<file path="config.mk">
export PLATFORM = sky130hd
export DESIGN_NAME = erv_ctrl
export DESIGN_NICKNAME = d
export VERILOG_FILES = /design/src/rtl/erv_pkg.sv /design/src/rtl/erv_ctrl.sv
export VERILOG_INCLUDE_DIRS = /design/src /design/src/rtl
export SDC_FILE = /design/constraint.sdc
export NUM_CORES = 1
export LEC_CHECK = 0
export ABC_CLOCK_PERIOD_IN_PS = 1350
export BUFFER_PORTS_ARGS = -buffer_cell sky130_fd_sc_hd__buf_2
export CORE_AREA = 5 5 42 44
export DETAILED_ROUTE_END_ITERATION = 10
export DIE_AREA = 0 0 47 49
export HOLD_SLACK_MARGIN = 0.15
export PLACE_DENSITY = 0.35
export SKIP_LAST_GASP = 1
export SLEW_MARGIN = 0
export SYNTH_ARGS = -nofsm -noshare
export SYNTH_HDL_FRONTEND = slang
export SYNTH_SLANG_ARGS = --single-unit
</file>
<file path="constraint.sdc">
create_clock -name clk -period 1.35 [get_ports clk]
set_input_delay 0 -clock clk [delete_from_list [all_inputs] [get_ports clk]]
set_output_delay 0 -clock clk [all_outputs]
set_load 0.05 [all_outputs]
</file>
<file path="src/rtl/assert_macros.svh">
// assertion macros shared by the rtl modules
`ifndef ASSERT_MACROS_SVH
`define ASSERT_MACROS_SVH
`ifndef SYNTH
`define ASSERT_ALWAYS(lbl, expr, msg) \
    lbl: assert property (@(posedge clk) disable iff (!rst_n) (expr)) else $error(msg);
`define ASSERT_IMPL(lbl, ante, cons, msg) \
    lbl: assert property (@(posedge clk) disable iff (!rst_n) (ante) |-> (cons)) else $error(msg);
`define ASSERT_NEXT(lbl, ante, cons, msg) \
    lbl: assert property (@(posedge clk) disable iff (!rst_n) (ante) |=> (cons)) else $error(msg);
`else
`define ASSERT_ALWAYS(lbl, expr, msg)
`define ASSERT_IMPL(lbl, ante, cons, msg)
`define ASSERT_NEXT(lbl, ante, cons, msg)
`endif
`endif

</file>
<file path="src/rtl/erv_pkg.sv">
// shared types and constants of the energy ratio voice detector
`default_nettype none
package erv_pkg;

    localparam int SAMPLE_W = 16;
    localparam int FILT_W   = 18;
    localparam int MAG_W    = 16;
    localparam int TOTAL_W  = 36;
    localparam int ALPHA_W  = 16;
    localparam int RATIO_W  = 16;
    localparam int WLEN_W   = 15;
    localparam int PROD_W   = FILT_W + 1 + ALPHA_W + 1;
    localparam int FRAC_W   = 16;

    localparam int FILT_MAX = 131071;
    localparam int FILT_MIN = -131072;
    localparam int MAG_MAX  = 65535;

    localparam int APB_ADDR_W = 4;
    localparam int APB_DATA_W = 32;
    localparam int REG_IDX_W  = 2;

    localparam logic [REG_IDX_W-1:0] REG_FILTER_ENABLE = 2'd0;
    localparam logic [REG_IDX_W-1:0] REG_FILTER_ALPHA  = 2'd1;
    localparam logic [REG_IDX_W-1:0] REG_WINDOW_LENGTH = 2'd2;
    localparam logic [REG_IDX_W-1:0] REG_ENERGY_RATIO  = 2'd3;

    localparam logic               RST_FILTER_ENABLE = 1'b1;
    localparam logic [ALPHA_W-1:0] RST_FILTER_ALPHA  = 16'd2478;
    localparam logic [WLEN_W-1:0]  RST_WINDOW_LENGTH = 15'd16000;
    localparam logic [RATIO_W-1:0] RST_ENERGY_RATIO  = 16'd154;

    typedef struct packed {
        logic               filter_enable;
        logic [ALPHA_W-1:0] filter_alpha;
        logic [WLEN_W-1:0]  window_length;
        logic [RATIO_W-1:0] energy_ratio;
    } cfg_t;

    typedef struct packed {
        logic load;      // sample beat taken, ring read issued
        logic filt;      // filter multiply, drop oldest ring entry
        logic acc;       // round, magnitude, sums, ring write
        logic ev_mul;    // first products of the decision
        logic ev_scale;  // scale by window length
        logic finish;    // write result, clear buffer state
    } dp_cmd_t;

    typedef struct packed {
        logic last;
    } dp_sts_t;

endpackage
`default_nettype wire

</file>
<file path="src/rtl/erv_ctrl.sv">
// sequencer for per-sample steps and the end-of-buffer decision
`default_nettype none
`include "assert_macros.svh"
module erv_ctrl import erv_pkg::*; (
    input  wire logic    clk,
    input  wire logic    rst_n,
    input  wire logic    in_valid,
    output logic         in_ready,
    output logic         out_valid,
    input  wire logic    out_ready,
    input  wire dp_sts_t sts,
    output dp_cmd_t      cmd
);

    localparam logic [2:0] ST_IDLE    = 3'd0;
    localparam logic [2:0] ST_FILT    = 3'd1;
    localparam logic [2:0] ST_ACC     = 3'd2;
    localparam logic [2:0] ST_EVMUL   = 3'd3;
    localparam logic [2:0] ST_EVSCALE = 3'd4;
    localparam logic [2:0] ST_DONE    = 3'd5;

    logic [2:0] state_reg;
    logic [2:0] state_next;
    logic       out_valid_reg;
    logic       out_valid_next;
    logic       in_accept;
    logic       out_free;

    assign in_ready  = (state_reg == ST_IDLE);
    assign in_accept = in_valid && in_ready;
    assign out_valid = out_valid_reg;
    assign out_free  = !out_valid_reg || out_ready;

    always_comb
    begin
        state_next   = state_reg;
        cmd          = '0;
        unique case (state_reg)
            ST_IDLE:
            begin
                cmd.load = in_accept;
                if (in_accept)
                    state_next = ST_FILT;
            end
            ST_FILT:
            begin
                cmd.filt   = 1'b1;
                state_next = ST_ACC;
            end
            ST_ACC:
            begin
                cmd.acc    = 1'b1;
                state_next = sts.last ? ST_EVMUL : ST_IDLE;
            end
            ST_EVMUL:
            begin
                cmd.ev_mul = 1'b1;
                state_next = ST_EVSCALE;
            end
            ST_EVSCALE:
            begin
                cmd.ev_scale = 1'b1;
                state_next   = ST_DONE;
            end
            ST_DONE:
            begin
                // hold until the previous result beat has left
                cmd.finish = out_free;
                if (out_free)
                    state_next = ST_IDLE;
            end
            default: state_next = ST_IDLE;
        endcase
    end

    always_comb
    begin
        if (cmd.finish)
            out_valid_next = 1'b1;
        else if (out_ready)
            out_valid_next = 1'b0;
        else
            out_valid_next = out_valid_reg;
    end

    always_ff @(posedge clk or negedge rst_n)
    begin
        if (!rst_n)
        begin
            state_reg     <= ST_IDLE;
            out_valid_reg <= 1'b0;
        end
        else
        begin
            state_reg     <= state_next;
            out_valid_reg <= out_valid_next;
        end
    end

    `ASSERT_NEXT(a_accept_starts, in_accept, state_reg == ST_FILT, "accepted beat not started")
    `ASSERT_IMPL(a_no_overwrite, cmd.finish, out_free, "result written over pending beat")
    `ASSERT_NEXT(a_finish_shows, cmd.finish, out_valid_reg, "finished result not shown")

endmodule
`default_nettype wire

</file>
### Yosys cells after proc, flatten, opt, wreduce, memory -nomap -nowiden

Cells that the tools add are included.

* bits in registers: 4
* bits of input ports: 5
* word-level logic and storage cells: 27
* output and inout bits: 8

* equality and inequality tests: 7
* reduce and logical (&&, ||, !) cells: 6
* mux-type cells: 12

Operators with widths (number)
* $pmux 3 s6: 1
* $mux 1: 8
* $eq 3x2->1 const B: 2
* $eq 3x3->1 const B: 2
* $mux 3: 2
* $eq 3x1->1 const B: 1
* $logic_not 3->1: 1
* $mux 2: 1
* $ne 2x1->1 const B: 1
* $ne 2x2->1 const B: 1
* $reduce_and 2->1: 1
* $reduce_bool 2->1: 1
* $logic_and 1x1->1: 1
* $logic_not 1->1: 1
* $logic_or 1x1->1: 1

### Depth between registers and ports, before layout

* depth after elaboration: 4
* mapped depth: 4
* gate-level depth less buffers: 3

### Least setup slack after synthesis

Ideal clock, no wire load.

* path type: register -> register
* start: register state_reg[2]
* end: register state_reg[1]
* required time: 1278 ps
* arrival time: 1764 ps
* clock period less this slack: 1836 ps
* setup slack: -486 ps
* path buffers: 0
* setup time: 72 ps
* cell stages (with the launch flop): 3
* path through: dfrtp_1 > nor3_1 > nand2b_1

* cells in the longest elaborated chain, start to end: 4
* elaborated cells on any way between the ends: 11
* those cells by class: eq/ne: 7; mux: 1; reduce/logical: 3

Ends and longest elaborated chain
* start, declared: RTL line erv_ctrl.sv:22 `logic [2:0] state_reg;`
* start signal, assigned: RTL line erv_ctrl.sv:95 `state_reg <= state_next;`
* $logic_not 3->1: RTL line erv_ctrl.sv:29, erv_ctrl.sv:38
* $logic_and 1x1->1: RTL line erv_ctrl.sv:30 `assign in_accept = in_valid && in_ready;`
* $ne 2x1->1 (no line)
* $reduce_and 2->1 (no line)

Parallel ways exist; a longest one is shown, timed or not.
A chain may end at the register's enable or synchronous reset.

==> out/summary.txt <==
Avg Vias per Cell = 3.98
Arrival @ worst endpoint = 1270 ps
Worst slew margin = 80.8%
CP max-delay cell = dfrtp_1
post-synth top area cell = dfrtp_1
worst hold margin = 540 ps
pre-CTS WS = 246 ps
placed cell area = 312 um2
status = completed
max reg flops = 3
mean routed wirelength per cell = 10.7 um
clock network fraction of design power = 14.8%
post-synthesis register bit count = 4
Hold Crit Endpoint = state_reg[1]
Max Clk Rate = 0.790 GHz
WP data required = 1350 ps
Slew @ Worst Pin = 289 ps
global placement routability congestion = 0.749
vias in the first global route = 258
worst hold stages = 4
Final ANT Viol Nets = 0
initial core utilization = 15.0%
final worst slack = 83.5 ps
GRT overflow = 0
internal power = 0.000438 W
routed wire length = 639 um
Critical Path, Cell by Cell = nor3b_4, buf_2
PwrDens = 2520 mW/mm2
port bufs = 12
R2R depth = 3
leak pwr = 0.203 nW
largest net degree at the start of global routing = 8
number of setup violations in the final report = 0
CTS tree = built
Synth cell types = 12
post-route cell area = 392 um2
Avg Inst Size Synth = 8.76 um2
reg-to-reg endpoint = state_reg[0]
Crit Path Max Fanout = 7
worst skew pair latency = 230 ps
MaxCap Viol Count = 0
Comb pwr share = 61.3%
Vias = 239
Final Max Slew Viols = 0
CTS buffer count = 3
r2r startpoint = state_reg[0]
buffers from clock root to sink, at most = 2
WP buf/inv = 1
Hold Violations, Final = 0
Post-Synthesis Net Count = 29
antenna violations before repair = 0
CP top delay family = flip-flops
IO Pins = 13
synth-to-layout area growth = 86.3%
share of the synthesized area in the top cell type = 47.6%
Max VDD drop = 938 uV
DP Wirelength = 492 um
Mapped Area = 210 um2
switch share = 55.6%
critical path endpoint category = output pin
CTS sink count = 4
RSZ-0062 raised after global routing = true
core outline area = 0.00140 mm2
switching power = 0.000548 W
Worst Setup Start Kind = register
global-route wire length before repair = 1.08 mm
hold path start = sts
Total Nets Final = 51
drt first pass iters = 1
share of layout cells above drive strength 1 = 50.0%
max incr delay on CP = 500 ps
clk_skew = 1.57 ps
min Tclk post-route = 1270 ps
Main synth FF type = dfrtp_1
top cells by area, synth = dfrtp_1, nor3_1, nand2_1, nand2b_1, nor2b_1
# H-tree levels = 1
post-synthesis sequential area ratio = 47.6%
EDFF count, synth = 0
asr flop ratio synth = 100%
Tcrit/Tclk final = 93.8%
Site Rows = 14
Antenna Cells = 0
cells after synthesis = 24
Die Span X = 47 um
Initial DRC Count = 0
DRC = 0
synth warn = 0
clock-pin transition on the worst setup and hold timing paths = 40 ps
sequential power share = 23.9%
Total Routing Usage GR = 6.42%
Post-synth top cells = dfrtp_1, nand2_1, nor3_1
Hold Crit Class = in2reg
die area = 0.00230 mm2
Root Driver = clkbuf_4
die span in y = 49 um
r2r setup slk = 320 ps
CP Class = reg2out
## metrics by stage
| step | instances | utilization, % | power (W) | TNS (ps) |
|---|---|---|---|---|
| 3_5_place_dp | 52 | 22.2 | 0.000830 | 0 |
| 6_report | 60 | 27.9 | 0.000986 | 0 |
| 2_1_floorplan | 24 | - | 0.000692 | -79.7 |
| 4_1_cts | 60 | 27.6 | 0.000998 | 0 |
| 3_3_place_gp | 52 | 22.2 | 0.000823 | 0 |
| 5_1_grt | 60 | 27.9 | 0.00105 | -0.304 |
## how the worst max path moves through the flow
| stage | start | endpoint | slack, ps | cells past startpoint |
|---|---|---|---|---|
| after global placement | state_reg[1] | cmd[0] | 240 | 4 |
| after floorplan | state_reg[2] | state_reg[1] | -80 | 2 |
| after detailed placement | state_reg[1] | cmd[0] | 250 | 4 |
| after global routing | state_reg[1] | cmd[3] | -0.3 | 2 |
| after CTS | state_reg[1] | cmd[1] | 50 | 3 |
| final | state_reg[1] | cmd[3] | 80 | 2 |
## layout make-up
type | instances | area [um2]
timing repair buffer | 18 | 123
tap | 16 | 20.0
multi-input combinational | 18 | 123
inverter | 1 | 3.75
clock buffer | 3 | 22.5
fill | 167 | 1010
sequential | 4 | 100
## cells by family (layout without fill, tap and decap cells)
| group | count (synthesis) | in the layout | share of synthesized area [%] |
|---|---|---|---|
| flops | 4 | 4 | 47.6 |
| simple gates | 15 | 15 | 38.7 |
| compound gates | 3 | 3 | 8.33 |
| buf+inv | 2 | 22 | 5.36 |
## layout by cell type (no fill, tap or decap), drive strengths merged, types with 2 or more instances in the layout
cell,count
nor2b,2
dfrtp,4
nor2,2
nand2,4
buf,12
o21ai,2
nor3,3
nand2b,2
clkbuf,4
dlygate4sd3,5
## what timing repair did
item	4_1_cts	5_1_grt
hold buffers	5	0
setup buffers	0	0
endpoints found under the setup margin	1	3
gates resized for setup	1	2
hold endpoints to repair	7	0
## routing by layer
metal | vias up | global-route usage [%] | wire (um)
met5 | - | 0 | 0
met4 | 0 | 2.76 | 0
met3 | 0 | 4.06 | 63
met2 | 12 | 8.60 | 313
met1 | 106 | 7.96 | 262
li1 | 121 | - | -
## power by group through the flow
| stage | combinational [W] | sequential (W) | clock [W] |
|---|---|---|---|
| floorplan | 0.000423 | 0.000269 | 0 |
| global placement | 0.000589 | 0.000235 | 0 |
| detailed placement | 0.000593 | 0.000237 | 0 |
| CTS | 0.000607 | 0.000235 | 0.000155 |
| global route | 0.000644 | 0.000244 | 0.000165 |
| finish | 0.000605 | 0.000236 | 0.000145 |
## worst min-delay path: stages
cell and delay (ps):
dlygate4sd3_1 520, buf_2 90, nand2_1 50, nand2b_1 70
Note: power is estimated with default switching activity, not from simulation.
