**config.mk**
```make
export PLATFORM = sky130hd
export DESIGN_NAME = erv_regs
export DESIGN_NICKNAME = d
export VERILOG_FILES = /design/src/rtl/assert_macros.svh /design/src/rtl/erv_pkg.sv /design/src/rtl/erv_regs.sv
export SDC_FILE = /design/constraint.sdc
export NUM_CORES = 1
export LEC_CHECK = 0
export ABC_AREA = 1
export BUFFER_PORTS_ARGS = -buffer_cell sky130_fd_sc_hd__buf_4
export CAP_MARGIN = 15
export CORE_MARGIN = 2
export CORE_UTILIZATION = 41
export DETAILED_ROUTE_END_ITERATION = 8
export PLACE_DENSITY = 0.79
export SYNTH_ARGS = -nofsm -noshare
export SYNTH_HDL_FRONTEND = slang
export SYNTH_SLANG_ARGS = --single-unit
export TNS_END_PERCENT = 100
```
**constraint.sdc**
```tcl
create_clock -name clk -period 0.8 [get_ports clk]
set_clock_uncertainty 0.05 [all_clocks]
set_input_delay 0.16 -clock clk [delete_from_list [all_inputs] [get_ports clk]]
set_output_delay 0.16 -clock clk [all_outputs]
set_load 0.05 [all_outputs]
```
**src/rtl/assert_macros.svh**
```systemverilog
// assertion macros shared by the rtl modules
`ifndef ASSERT_MACROS_SVH
`define ASSERT_MACROS_SVH
`ifndef SYNTH
`define ASSERT_ALWAYS(lbl, expr, msg) \
    lbl: assert property (@(posedge clk) disable iff (!rst_n) (expr)) else $error(msg);
`define ASSERT_IMPL(lbl, ante, cons, msg) \
    lbl: assert property (@(posedge clk) disable iff (!rst_n) (ante) |-> (cons)) else $error(msg);
`define ASSERT_NEXT(lbl, ante, cons, msg) \
    lbl: assert property (@(posedge clk) disable iff (!rst_n) (ante) |=> (cons)) else $error(msg);
`else
`define ASSERT_ALWAYS(lbl, expr, msg)
`define ASSERT_IMPL(lbl, ante, cons, msg)
`define ASSERT_NEXT(lbl, ante, cons, msg)
`endif
`endif

```
**src/rtl/erv_pkg.sv**
```systemverilog
// shared types and constants of the energy ratio voice detector
`default_nettype none
package erv_pkg;

    localparam int SAMPLE_W = 16;
    localparam int FILT_W   = 18;
    localparam int MAG_W    = 16;
    localparam int TOTAL_W  = 36;
    localparam int ALPHA_W  = 16;
    localparam int RATIO_W  = 16;
    localparam int WLEN_W   = 15;
    localparam int PROD_W   = FILT_W + 1 + ALPHA_W + 1;
    localparam int FRAC_W   = 16;

    localparam int FILT_MAX = 131071;
    localparam int FILT_MIN = -131072;
    localparam int MAG_MAX  = 65535;

    localparam int APB_ADDR_W = 4;
    localparam int APB_DATA_W = 32;
    localparam int REG_IDX_W  = 2;

    localparam logic [REG_IDX_W-1:0] REG_FILTER_ENABLE = 2'd0;
    localparam logic [REG_IDX_W-1:0] REG_FILTER_ALPHA  = 2'd1;
    localparam logic [REG_IDX_W-1:0] REG_WINDOW_LENGTH = 2'd2;
    localparam logic [REG_IDX_W-1:0] REG_ENERGY_RATIO  = 2'd3;

    localparam logic               RST_FILTER_ENABLE = 1'b1;
    localparam logic [ALPHA_W-1:0] RST_FILTER_ALPHA  = 16'd2478;
    localparam logic [WLEN_W-1:0]  RST_WINDOW_LENGTH = 15'd16000;
    localparam logic [RATIO_W-1:0] RST_ENERGY_RATIO  = 16'd154;

    typedef struct packed {
        logic               filter_enable;
        logic [ALPHA_W-1:0] filter_alpha;
        logic [WLEN_W-1:0]  window_length;
        logic [RATIO_W-1:0] energy_ratio;
    } cfg_t;

    typedef struct packed {
        logic load;      // sample beat taken, ring read issued
        logic filt;      // filter multiply, drop oldest ring entry
        logic acc;       // round, magnitude, sums, ring write
        logic ev_mul;    // first products of the decision
        logic ev_scale;  // scale by window length
        logic finish;    // write result, clear buffer state
    } dp_cmd_t;

    typedef struct packed {
        logic last;
    } dp_sts_t;

endpackage
`default_nettype wire

```
**src/rtl/erv_regs.sv**
```systemverilog
// apb configuration registers
`default_nettype none
module erv_regs import erv_pkg::*; (
    input  wire logic                  clk,
    input  wire logic                  rst_n,
    input  wire logic                  psel,
    input  wire logic                  penable,
    input  wire logic                  pwrite,
    input  wire logic [APB_ADDR_W-1:0] paddr,
    input  wire logic [APB_DATA_W-1:0] pwdata,
    output logic      [APB_DATA_W-1:0] prdata,
    output logic                       pready,
    output cfg_t                       cfg
);

    cfg_t                 cfg_reg;
    logic [REG_IDX_W-1:0] reg_idx;
    logic                 wr_en;

    assign pready  = 1'b1;
    assign reg_idx = paddr[REG_IDX_W+1:2];
    assign wr_en   = psel && penable && pwrite;
    assign cfg     = cfg_reg;

    always_ff @(posedge clk or negedge rst_n)
    begin
        if (!rst_n)
        begin
            cfg_reg.filter_enable <= RST_FILTER_ENABLE;
            cfg_reg.filter_alpha  <= RST_FILTER_ALPHA;
            cfg_reg.window_length <= RST_WINDOW_LENGTH;
            cfg_reg.energy_ratio  <= RST_ENERGY_RATIO;
        end
        else if (wr_en)
        begin
            unique case (reg_idx)
                REG_FILTER_ENABLE: cfg_reg.filter_enable <= pwdata[0];
                REG_FILTER_ALPHA:  cfg_reg.filter_alpha  <= pwdata[ALPHA_W-1:0];
                REG_WINDOW_LENGTH: cfg_reg.window_length <= pwdata[WLEN_W-1:0];
                REG_ENERGY_RATIO:  cfg_reg.energy_ratio  <= pwdata[RATIO_W-1:0];
                default: ;
            endcase
        end
    end

    always_comb
    begin
        unique case (reg_idx)
            REG_FILTER_ENABLE: prdata = APB_DATA_W'(cfg_reg.filter_enable);
            REG_FILTER_ALPHA:  prdata = APB_DATA_W'(cfg_reg.filter_alpha);
            REG_WINDOW_LENGTH: prdata = APB_DATA_W'(cfg_reg.window_length);
            REG_ENERGY_RATIO:  prdata = APB_DATA_W'(cfg_reg.energy_ratio);
            default:           prdata = '0;
        endcase
    end

endmodule
`default_nettype wire

```
### Yosys cells after proc, flatten, opt, wreduce, memory -nomap -nowiden

Index checks and enable logic that the tools add are counted.
W data, S select, Z words.

| storage, ports and cells | value |
|---|---|
| register bits | 48 |
| output and inout port bits | 81 |

| operators by class | value |
|---|---|
| eq/ne operators | 3 |
| muxes and demuxes | 1 |
| reductions and logical operators | 7 |

Operator list:

| kind | count |
|---|---|
| $pmux W32 S4 | 1 |
| $reduce_and A2 Y1 | 4 |
| $eq A2 B2 Y1 const B | 2 |
| $eq A2 B1 Y1 const B | 1 |
| $logic_and A1 B1 Y1 | 2 |
| $logic_not A2 Y1 | 1 |

### Longest topological paths before layout

Gate-level depths: netlist of the first run.

| depth | value |
|---|---|
| depth in word-level cells | 3 |
| mapped depth | 7 |

### Worst setup path after synthesis of the first run

OpenSTA, ideal clock, no wires.

| timing path | value |
|---|---|
| path type | register to output |
| start point | register cfg_reg (netlist bit cfg[0]) |
| end point | output prdata[0] |
| arrival time | 1.202 ns |
| data required time | 0.590 ns |
| slack | -0.612 ns |
| cell stages (with the launch flop) | 3 |
| buffers on the path | 0 |
| path through | dfrtp_1 -> nand3_1 -> nand4_1 |

| between the ends | value |
|---|---|
| word-level cells in the longest chain between the ends | 1 |

RTL lines:

| what | RTL line | source |
|---|---|---|
| start, declared | erv_regs.sv:16 | `cfg_t cfg_reg;` |
| $pmux W32 S4 | erv_regs.sv:48 | `unique case (reg_idx)` |
| end, declared | erv_regs.sv:11 | `output logic [APB_DATA_W-1:0] prdata,` |

No other way between the ends. The select of a mux whose other input is x is not followed.

### Worst setup path in the final report of the first run

| timing path | value |
|---|---|
| start point | register cfg_reg (netlist bit cfg[1]) |
| end point | output prdata[1] |

Same word-level chain as after synthesis.

==> metrics.md, run 1 <==
| Metric | Value |
|---|---|
| Layout cell share with drive strength beyond 1 | 0.688 |
| I/O Pins | 122 |
| Clk slew on worst S/H paths | 90 ps |
| Ys async rst share | 1.00 |
| Worst hold start | pwdata[2] |
| Skew-Pair Late Insertion Delay | 300 ps |
| Via density | 4.98 |
| Core area | 0.00557 mm² |
| Routed Antenna Nets | 0 |
| Netlist area before placement | 0.00239 mm² |
| Hold Vio Cnt, Final | 0 |
| Post-synth top flop | dfrtp_1 |
| PwrDens | 2630 mW/mm² |
| Max FFs per register | 48 |
| Drt wl/cell | 17.0 µm |
| Yosys reg bits | 48 |
| Number of synthesized flops with an enable pin | 0 |
| Int Pwr | 7.61 mW |
| Top-count cell post-synth | nand2_1 |
| Worst VDD drop | 1.66 mV |
| Maximum clock insertion buffer count | 2 |
| Flop pwr share | 0.275 |
| GP Congestion | 0.797 |
| CP max stage cell | dfstp_2 |
| Max Cap Viol | 0 |
| NetSw | 5.50 mW |
| R2R Path Start | cfg[26] |
| Placed cell count | 505 |
| Final core utilization | 0.894 |
| Final nets | 515 |
| Share of total power in the clock network | 0.134 |
| Critical Path Fanout Max | 3 |
| CP Capture Type | output port |
| TritonRoute pass-1 iters | 4 |
| DRC | 0 |
| Cell family with the largest share of critical-path delay | flip-flops |
| Final wirelength | 9300 µm |
| CTS tree | built |
| Critical R2R Capture | cfg[26] |
| R2r setup slk | -220 ps |
| Static leakage | 2.46 nW |
| Crit path largest cell delay | 590 ps |
| Ant diodes | 0 |
| Crit path arrival time | 1210 ps |
| Vias in the first global route | 2,860 |
| WS Path Type | register to output port |
| Non-Filler Instances | 547 |
| Crit-path cells | nand2_2 > nand3_4 > buf_8 |
| First-pass GRT wire length | 13,600 µm |
| Post-Place Worst Slack | -548 ps |
| Initial antenna violation count | 0 |
| Top post-synthesis cells by count | nand2_1 (191), dfrtp_1 (30), buf_4 (20) |
| Die height | 80.4 µm |
| Fmax achieved | 702 MHz |
| Share of the synthesized area in the top cell type | 0.314 |
| Final setup violation count | 95 |
| Gate power share | 0.591 |
| Status | finished, violations left |
| Yosys cell types | 18 |
| Post-synth top area cell | dfrtp_1 |
| Final Cycle Share | 1.78 |
| DR vias | 2,724 |
| Worst hold stages | 3 |
| Initial cell density of the core | 0.429 |
| WP data required | 590 ps |
| Sequential area share after synthesis | 0.511 |
| Hold worst-path end | cfg[18] |
| Syn-to-layout area delta | 108% |
| GRT overflow | 0 |
| Pin count of the biggest net entering global routing | 49 |
| Cts bufs inserted | 5 |
| Die area | 0.00646 mm² |
| Crit path buffers/inverters | 1 |
| Die width | 80.4 µm |
| Total track usage | 0.275 |
| 1st-iter DRT viols | 155 |
| Max-slew violation count | 0 |
| Top post-synthesis cells by area | dfrtp_1 (31%), nand2_1 (30%), dfstp_2 (20%) |
| Final min period | 1420 ps |
| Failing checks | setup timing |
| Path depth of the worst reg2reg path | 5 |
| Clk sinks | 48 |
| Syn_area_per_cell | 7.87 µm² |
| Root buf cell | clkbuf_8 |
| Hpwl dp | 4960 µm |
| Hold Slack | 12.2 ps |
| Ys Warns | 0 |
| Input/output buffers | 86 |
| Gate Count Post-Synth | 304 |
| Max H-tree Level | 2 |
| Final worst setup slack | -624 ps |
| Row cnt | 27 |
| Worst hold path class | input pin to register |
| RSZ-0062 raised after global routing | yes |
| CP Launch Type | register |
| Filler cells | 247 |
| Sw frac | 0.419 |
-- cells by family (layout without fill, tap and decap cells) --
logic type / Yosys count / after routing / synth area share
flops: 48 / 48 / 0.511
buf+inv: 32 / 188 / 0.0993
other cells: 2 / 17 / 0.00314
simple gates: 222 / 222 / 0.386
-- worst min-delay path, stage by stage --
cell	delay, ps
buf_4	90
nand2_1	40
nand2_1	40
-- layout make-up --
| cell class | instances | area [µm²] | area share |
|---|---|---|---|
| inverters | 6 | 52.6 | 0.0105 |
| well taps | 72 | 90.1 | 0.0181 |
| clock inverters | 2 | 35.0 | 0.00703 |
| clock buffers | 6 | 72.6 | 0.0146 |
| repair buffers | 174 | 2070 | 0.415 |
| flip-flops and latches | 48 | 1260 | 0.253 |
| multi-input cells | 239 | 1400 | 0.282 |
-- metal layers --
metal  up-vias  GRT usage  share of wire
met2       107      0.533           0.56
met1      1351      0.297           0.37
met4         0      0.100          0.031
met3        28     0.0438          0.045
met5         -          0              0
li1       1238          -              -
-- power by group through the flow --
stage / Clock (mW) / Combinational [mW] / Sequential [mW]
floorplan: 0 / 1.53 / 5.36
global placement: 0 / 5.22 / 3.49
detailed placement: 0 / 5.28 / 3.51
CTS: 1.76 / 6.90 / 3.56
global route: 1.86 / 8.05 / 3.64
finish: 1.75 / 7.75 / 3.60
-- metrics by stage --
| stage | setup TNS [ps] | power (mW) | instance area, µm² |
|---|---|---|---|
| finish | -33180 | 13.1 | 4980 |
| CTS | -30570 | 12.2 | 4610 |
| global route | -35710 | 13.6 | 4980 |
| global placement | -29210 | 8.70 | 3700 |
| floorplan | -11050 | 6.89 | 2760 |
| detailed placement | -30160 | 8.79 | 3700 |
-- worst max-delay path by stage --
| stage | start | to | slack, ps | depth (start not counted) |
|---|---|---|---|---|
| after global routing | cfg[1] | prdata[1] | -650 | 3 |
| after detailed placement | paddr[3] | prdata[4] | -550 | 7 |
| after floorplan | cfg[47] | prdata[0] | -560 | 2 |
| after CTS | cfg[4] | prdata[4] | -590 | 3 |
| final | cfg[1] | prdata[1] | -620 | 3 |
| after global placement | paddr[3] | prdata[4] | -510 | 7 |
-- repair_timing --
item | 4_1_cts | 5_1_grt
gates resized for setup | 182 | 78
endpoints found under the setup margin | 101 | 110
pin swaps | 17 | 31
endpoints found under the hold margin | 30 | 0
setup buffers | 14 | 29
hold buffers | 1 | 0
-- placed cells by master, fill, tap and decap left out, types with 2 or more instances in the layout --
cell and count:
nand2_2 67, nand2_4 4, nand3_4 15, buf_12 4, nor2_4 4, conb_1 17
clkbuf_8 5, buf_4 37, inv_8 2, nand2_8 4, dfrtp_2 30, nand2_1 122
dfstp_2 18, nand3_1 4, buf_8 57, buf_6 75
No activity file was read; power rests on OpenSTA's default activity.
==> inputs of run 2 (changes only) <==
--- a/config.mk
+++ b/config.mk
@@ -6,12 +6,12 @@
 export NUM_CORES = 1
 export LEC_CHECK = 0
 export ABC_AREA = 1
-export BUFFER_PORTS_ARGS = -buffer_cell sky130_fd_sc_hd__buf_4
+export BUFFER_PORTS_ARGS = -buffer_cell sky130_fd_sc_hd__buf_2
 export CAP_MARGIN = 15
 export CORE_MARGIN = 2
 export CORE_UTILIZATION = 41
 export DETAILED_ROUTE_END_ITERATION = 8
-export PLACE_DENSITY = 0.79
+export PLACE_DENSITY = 0.86
 export SYNTH_ARGS = -nofsm -noshare
 export SYNTH_HDL_FRONTEND = slang
 export SYNTH_SLANG_ARGS = --single-unit
==> constraint.sdc (replaced) <==
create_clock -name clk -period 0.8 [get_ports clk]
set_clock_uncertainty 0.05 [all_clocks]
set_input_delay 0.12 -clock clk [delete_from_list [all_inputs] [get_ports clk]]
set_output_delay 0.12 -clock clk [all_outputs]
set_load 0.05 [all_outputs]
==> run 2 against run 1 <==
The flow still finishes with violations (setup timing); register-to-register slack about the same; combinational power is 2% lower; total power is 2.2% lower; via count up 8.0%; critical endpoint is now prdata[7]; largest cell class unchanged; highest routed layer unchanged.
==> metrics.md, run 2 (synthesized netlist as in run 1, its figures left out) <==
| Metric | Value |
|---|---|
| Pin count of the biggest net entering global routing | 49 (unchanged) |
| CP Capture Type | output port |
| 1st-iter DRT viols | 233 (+50%) |
| RSZ-0062 raised after global routing | yes |
| Core area | 0.00557 mm² (unchanged) |
| Maximum clock insertion buffer count | 2 (unchanged) |
| Row cnt | 27 (unchanged) |
| Via density | 5.33 (+7.1%) |
| Max-slew violation count | 0 (unchanged) |
| Max FFs per register | 48 (unchanged) |
| Drt wl/cell | 20.3 µm (+19%) |
| Ant diodes | 0 (unchanged) |
| Clk sinks | 48 (unchanged) |
| PwrDens | 2580 mW/mm² (-1.8%) |
| Skew-Pair Late Insertion Delay | 300 ps (about the same) |
| Root buf cell | clkbuf_8 |
| WS Path Type | register to output port |
| Fmax achieved | 726 MHz (+3.4%) |
| Critical R2R Capture | cfg[38] |
| Worst hold start | pwdata[14] |
| Clk slew on worst S/H paths | 90 ps (about the same) |
| Worst hold stages | 3 (unchanged) |
| GP Congestion | 0.822 (+3.1%) |
| Final Cycle Share | 1.72 (-0.0592) |
| Hold worst-path end | cfg[30] |
| R2r setup slk | -210 ps (about the same) |
| Final wirelength | 11,200 µm (+20%) |
| Die area | 0.00646 mm² (unchanged) |
| Die height | 80.4 µm (unchanged) |
| R2R Path Start | cfg[38] |
| Filler cells | 219 (-11%) |
| Cts bufs inserted | 5 (unchanged) |
| Worst VDD drop | 1.85 mV (+11%) |
| Placed cell count | 497 (-1.6%) |
| CP Launch Type | register |
| Max Cap Viol | 0 (unchanged) |
| Status | finished, violations left |
| DRC | 0 (unchanged) |
| Syn-to-layout area delta | 107% |
| Static leakage | 2.47 nW (+0.36%) |
| Critical Path Fanout Max | 3 (unchanged) |
| WP data required | 630 ps (+40 ps) |
| Final worst setup slack | -577 ps (+47.4 ps) |
| Max H-tree Level | 2 (unchanged) |
| Layout cell share with drive strength beyond 1 | 0.646 (-0.0426) |
| Vias in the first global route | 2,697 (-5.7%) |
| Final setup violation count | 111 (+17%) |
| TritonRoute pass-1 iters | 5 (+1) |
| I/O Pins | 122 (unchanged) |
| Non-Filler Instances | 552 (+0.91%) |
| CTS tree | built |
| Path depth of the worst reg2reg path | 4 (-1) |
| Hold Vio Cnt, Final | 0 (unchanged) |
| Worst hold path class | input pin to register |
| Input/output buffers | 86 (unchanged) |
| GRT overflow | 0 (unchanged) |
| Crit path arrival time | 1210 ps (about the same) |
| Hpwl dp | 5050 µm (+1.7%) |
| Initial antenna violation count | 0 (unchanged) |
| Die width | 80.4 µm (unchanged) |
| Routed Antenna Nets | 0 (unchanged) |
| Final nets | 520 (+0.97%) |
| Total track usage | 0.271 (-0.00444) |
| DR vias | 2,943 (+8.0%) |
| Failing checks | setup timing |
| First-pass GRT wire length | 13,100 µm (-3.6%) |
| Initial cell density of the core | 0.429 (unchanged) |
| Most frequent cells in the layout | nand2_1 (133), buf_6 (61), buf_8 (58) |
| Final min period | 1380 ps (-47.4 ps) |
| Total power | 12.8 mW (-2.2%) |
| Most common cell after layout, fill and taps aside | nand2_1 |
## run 2: per-stage QoR
step                utilization  setup WS [ps]  setup TNS (ps)  hold WS [ps]  area (µm²)
CTS                       0.803           -539          -27110          3.64        4480
detailed placement        0.622           -492          -26850          85.2        3470
floorplan                     -           -516           -8930          -226        2750
finish                    0.891           -577          -31530          6.83        4960
global placement          0.622           -450          -24730          71.0        3470
global route              0.891           -604          -34000          2.40        4960
## run 2: critical path, cell delays in order, from the launching register on
cell	delay, ps
dfstp_2	590
nand2_2	100
nand3_4	80
buf_8	140
## run 2: report_power, final
part,internal [mW],leakage [nW],total [mW],switching (mW)
clock network,0.701,0.0434,1.55,0.844
logic,3.35,1.89,7.58,4.23
registers,3.13,0.531,3.69,0.564
total,7.18,2.47,12.8,5.64
## run 2: layout make-up
| class | count | area [µm²] | area share |
|---|---|---|---|
| multi-input combinational | 241 | 1390 | 0.279 |
| timing repair buffer | 177 | 2090 | 0.421 |
| tap | 72 | 90.1 | 0.0181 |
| inverter | 6 | 38.8 | 0.00781 |
| clock inverter | 2 | 15.0 | 0.00302 |
| clock buffer | 6 | 82.6 | 0.0166 |
| sequential | 48 | 1260 | 0.254 |
## run 2: worst max path at each step
stage / from / endpoint / slack (ps) / depth (start not counted)
floorplan: cfg[47] / prdata[0] / -520 / 2
global placement: paddr[3] / prdata[4] / -450 / 7
detailed placement: paddr[3] / prdata[4] / -490 / 7
CTS: cfg[1] / prdata[1] / -540 / 3
global route: cfg[7] / prdata[7] / -600 / 3
finish: cfg[7] / prdata[7] / -580 / 3
## run 2: what timing repair did
action,in CTS,in global routing
resized for setup,215,79
setup buffers,9,26
setup endpoints to repair,91,110
endpoints found under the hold margin,56,0
cloned,0,2
hold buffers,13,0
pin swaps,13,33
## run 2: metal layers
metal | GRT usage | wire [µm] | vias up
met2 | 0.505 | 6010 | 220
li1 | - | - | 1248
met3 | 0.0438 | 917 | 57
met4 | 0.127 | 507 | 0
met1 | 0.297 | 3760 | 1418
met5 | 0 | 0 | -
==> inputs of run 3 (changes only) <==
--- a/config.mk
+++ b/config.mk
@@ -9,9 +9,9 @@
 export BUFFER_PORTS_ARGS = -buffer_cell sky130_fd_sc_hd__buf_2
 export CAP_MARGIN = 15
 export CORE_MARGIN = 2
-export CORE_UTILIZATION = 41
+export CORE_UTILIZATION = 40
 export DETAILED_ROUTE_END_ITERATION = 8
-export PLACE_DENSITY = 0.86
+export PLACE_DENSITY = 0.85
 export SYNTH_ARGS = -nofsm -noshare
 export SYNTH_HDL_FRONTEND = slang
 export SYNTH_SLANG_ARGS = --single-unit
==> run 3 against run 2 <==
The flow still finishes with violations (setup timing); sequential share of layout area increased by 0.22 points; clock power increased by 33%; clock-buffer cell count unchanged; die area increased by 2.4%; setup slack improved by 22 ps; register-to-register slack got worse by 20 ps; via count decreased by 7.4%.
==> metrics.md, run 3 (synthesized netlist as in run 1, its figures left out) <==
| Metric | Value |
|---|---|
| Die area | 0.00662 mm² (+2.4%) |
| Final Cycle Share | 1.69 (-0.0278) |
| Most frequent cells in the layout | nand2_1 (128), buf_6 (62), nand2_2 (58) |
| Die height | 81.4 µm (+1.2%) |
| Setup TNS | -30,270 ps (+1260 ps) |
| Max Cap Viol | 0 (unchanged) |
| Final min period | 1350 ps (-22.2 ps) |
| Total power | 13.2 mW (+2.6%) |
| Clk sinks | 48 (unchanged) |
| Row cnt | 28 (+3.7%) |
| Initial antenna violation count | 0 (unchanged) |
| DR vias | 2,724 (-7.4%) |
| Root buf cell | clkbuf_8 |
| Final wirelength | 9500 µm (-15%) |
| Static leakage | 2.45 nW (-0.58%) |
| Final setup violation count | 108 (-2.7%) |
| Failing checks | setup timing |
| Final nets | 518 (-0.38%) |
| Cts bufs inserted | 5 (unchanged) |
| Worst VDD drop | 1.57 mV (-15%) |
| Skew-Pair Late Insertion Delay | 290 ps (about the same) |
| Path depth of the worst reg2reg path | 5 (+1) |
| Critical R2R Capture | cfg[35] |
| Critical Path Fanout Max | 3 (unchanged) |
| Maximum clock insertion buffer count | 2 (unchanged) |
| Max FFs per register | 48 (unchanged) |
| Hpwl dp | 4970 µm (-1.5%) |
| Layout cell share with drive strength beyond 1 | 0.651 (+0.00479) |
| Area of the multi-input gates | 0.00138 mm² (-0.54%) |
| Die width | 81.4 µm (+1.2%) |
| CP Launch Type | register |
| 1st-iter DRT viols | 113 (-52%) |
| Via density | 4.93 (-7.6%) |
| Max-slew violation count | 0 (unchanged) |
| Hold Vio Cnt, Final | 0 (unchanged) |
| Most common cell after layout, fill and taps aside | nand2_1 |
| Ant diodes | 0 (unchanged) |
| Sequential cell area | 0.00126 mm² (unchanged) |
| Worst hold start | pwdata[4] |
| I/O Pins | 122 (unchanged) |
| Worst hold path class | input pin to register |
| PwrDens | 2670 mW/mm² (+3.5%) |
| DRC | 0 (unchanged) |
| Clk slew on worst S/H paths | 80 ps (about the same) |
| First-pass GRT wire length | 13,500 µm (+3.6%) |
| Routed Antenna Nets | 0 (unchanged) |
| Crit path arrival time | 1180 ps (-30 ps) |
| Final worst setup slack | -555 ps (+22.2 ps) |
| GP Congestion | 0.825 (+0.30%) |
| Input/output buffers | 86 (unchanged) |
| CTS tree | built |
| R2r setup slk | -230 ps (-20 ps) |
| Initial cell density of the core | 0.409 (-0.0203) |
| Filler cells | 314 (+43%) |
| Status | finished, violations left |
| Hold worst-path end | cfg[4] |
| Max H-tree Level | 2 (unchanged) |
| Worst hold stages | 3 (unchanged) |
| R2R Path Start | cfg[35] |
| Fmax achieved | 738 MHz (+1.6%) |
| Syn-to-layout area delta | 106% |
| CP Capture Type | output port |
| WP data required | 630 ps (about the same) |
| TritonRoute pass-1 iters | 4 (-1) |
| Pin count of the biggest net entering global routing | 49 (unchanged) |
| Total track usage | 0.276 (+0.00477) |
| GRT overflow | 0 (unchanged) |
| Vias in the first global route | 2,832 (+5.0%) |
| WS Path Type | register to output port |
| Core area | 0.00585 mm² (+5.0%) |
| Drt wl/cell | 17.2 µm (-15%) |
| RSZ-0062 raised after global routing | yes |
-- run 3: cell types whose count changed in the layout (fill, tap and decap cells not counted), moves of 3 or more --
cell | previous run | this run
buf_4 | 15 | 18
nand2_4 | 5 | 9
buf_12 | 9 | 4
nand2_1 | 133 | 128
-- run 3: layout make-up --
class	count	share of cell area
clock inverter	2	0.0122
multi-input combinational	239	0.280
tap	75	0.0191
sequential	48	0.256
inverter	6	0.00737
clock buffer	6	0.0147
timing repair buffer	177	0.410
-- run 3: how the worst max path moves through the flow --
stage,cells after the start,end,startpoint,slack (ps)
after floorplan,2,prdata[0],cfg[47],-520
after global placement,7,prdata[4],paddr[3],-470
after detailed placement,7,prdata[12],paddr[3],-520
after CTS,3,prdata[3],cfg[3],-540
after global routing,3,prdata[3],cfg[3],-590
final,3,prdata[3],cfg[3],-550
-- run 3: critical path, stage by stage (launching register included) --
cell,delay [ps]
dfstp_2,580
nand2_2,80
nand3_4,90
buf_8,140
-- run 3: what timing repair did --
action,4_1_cts,5_1_grt
setup buffers,14,19
resized for setup,219,71
setup endpoints to repair,95,109
pin swaps,17,22
endpoints found under the hold margin,62,0
hold buffers,14,0
-- run 3: per-stage QoR --
| stage | utilization | setup slack, ps | cells | hold WS [ps] | area (µm²) |
|---|---|---|---|---|---|
| after floorplan | - | -516 | 319 | -226 | 2750 |
| after global placement | 0.595 | -471 | 503 | 69.0 | 3480 |
| after detailed placement | 0.595 | -522 | 503 | 79.8 | 3480 |
| after CTS | 0.785 | -537 | 539 | 1.09 | 4590 |
| after global routing | 0.841 | -589 | 553 | 11.7 | 4920 |
| final | 0.841 | -555 | 553 | 16.7 | 4920 |
-- run 3: per-layer routing --
| layer | track usage | wire length, µm | up-vias |
|---|---|---|---|
| met3 | 0.0478 | 561 | 37 |
| met2 | 0.531 | 5290 | 129 |
| met4 | 0.0915 | 362 | 0 |
| met1 | 0.301 | 3290 | 1326 |
| li1 | - | - | 1232 |
| met5 | 0 | 0 | - |
-- run 3: where the power goes --
part,total (mW),internal [mW],switching [mW]
clock network,2.06,1.25,0.808
registers,3.64,3.12,0.519
logic,7.45,3.32,4.13
total,13.2,7.70,5.46
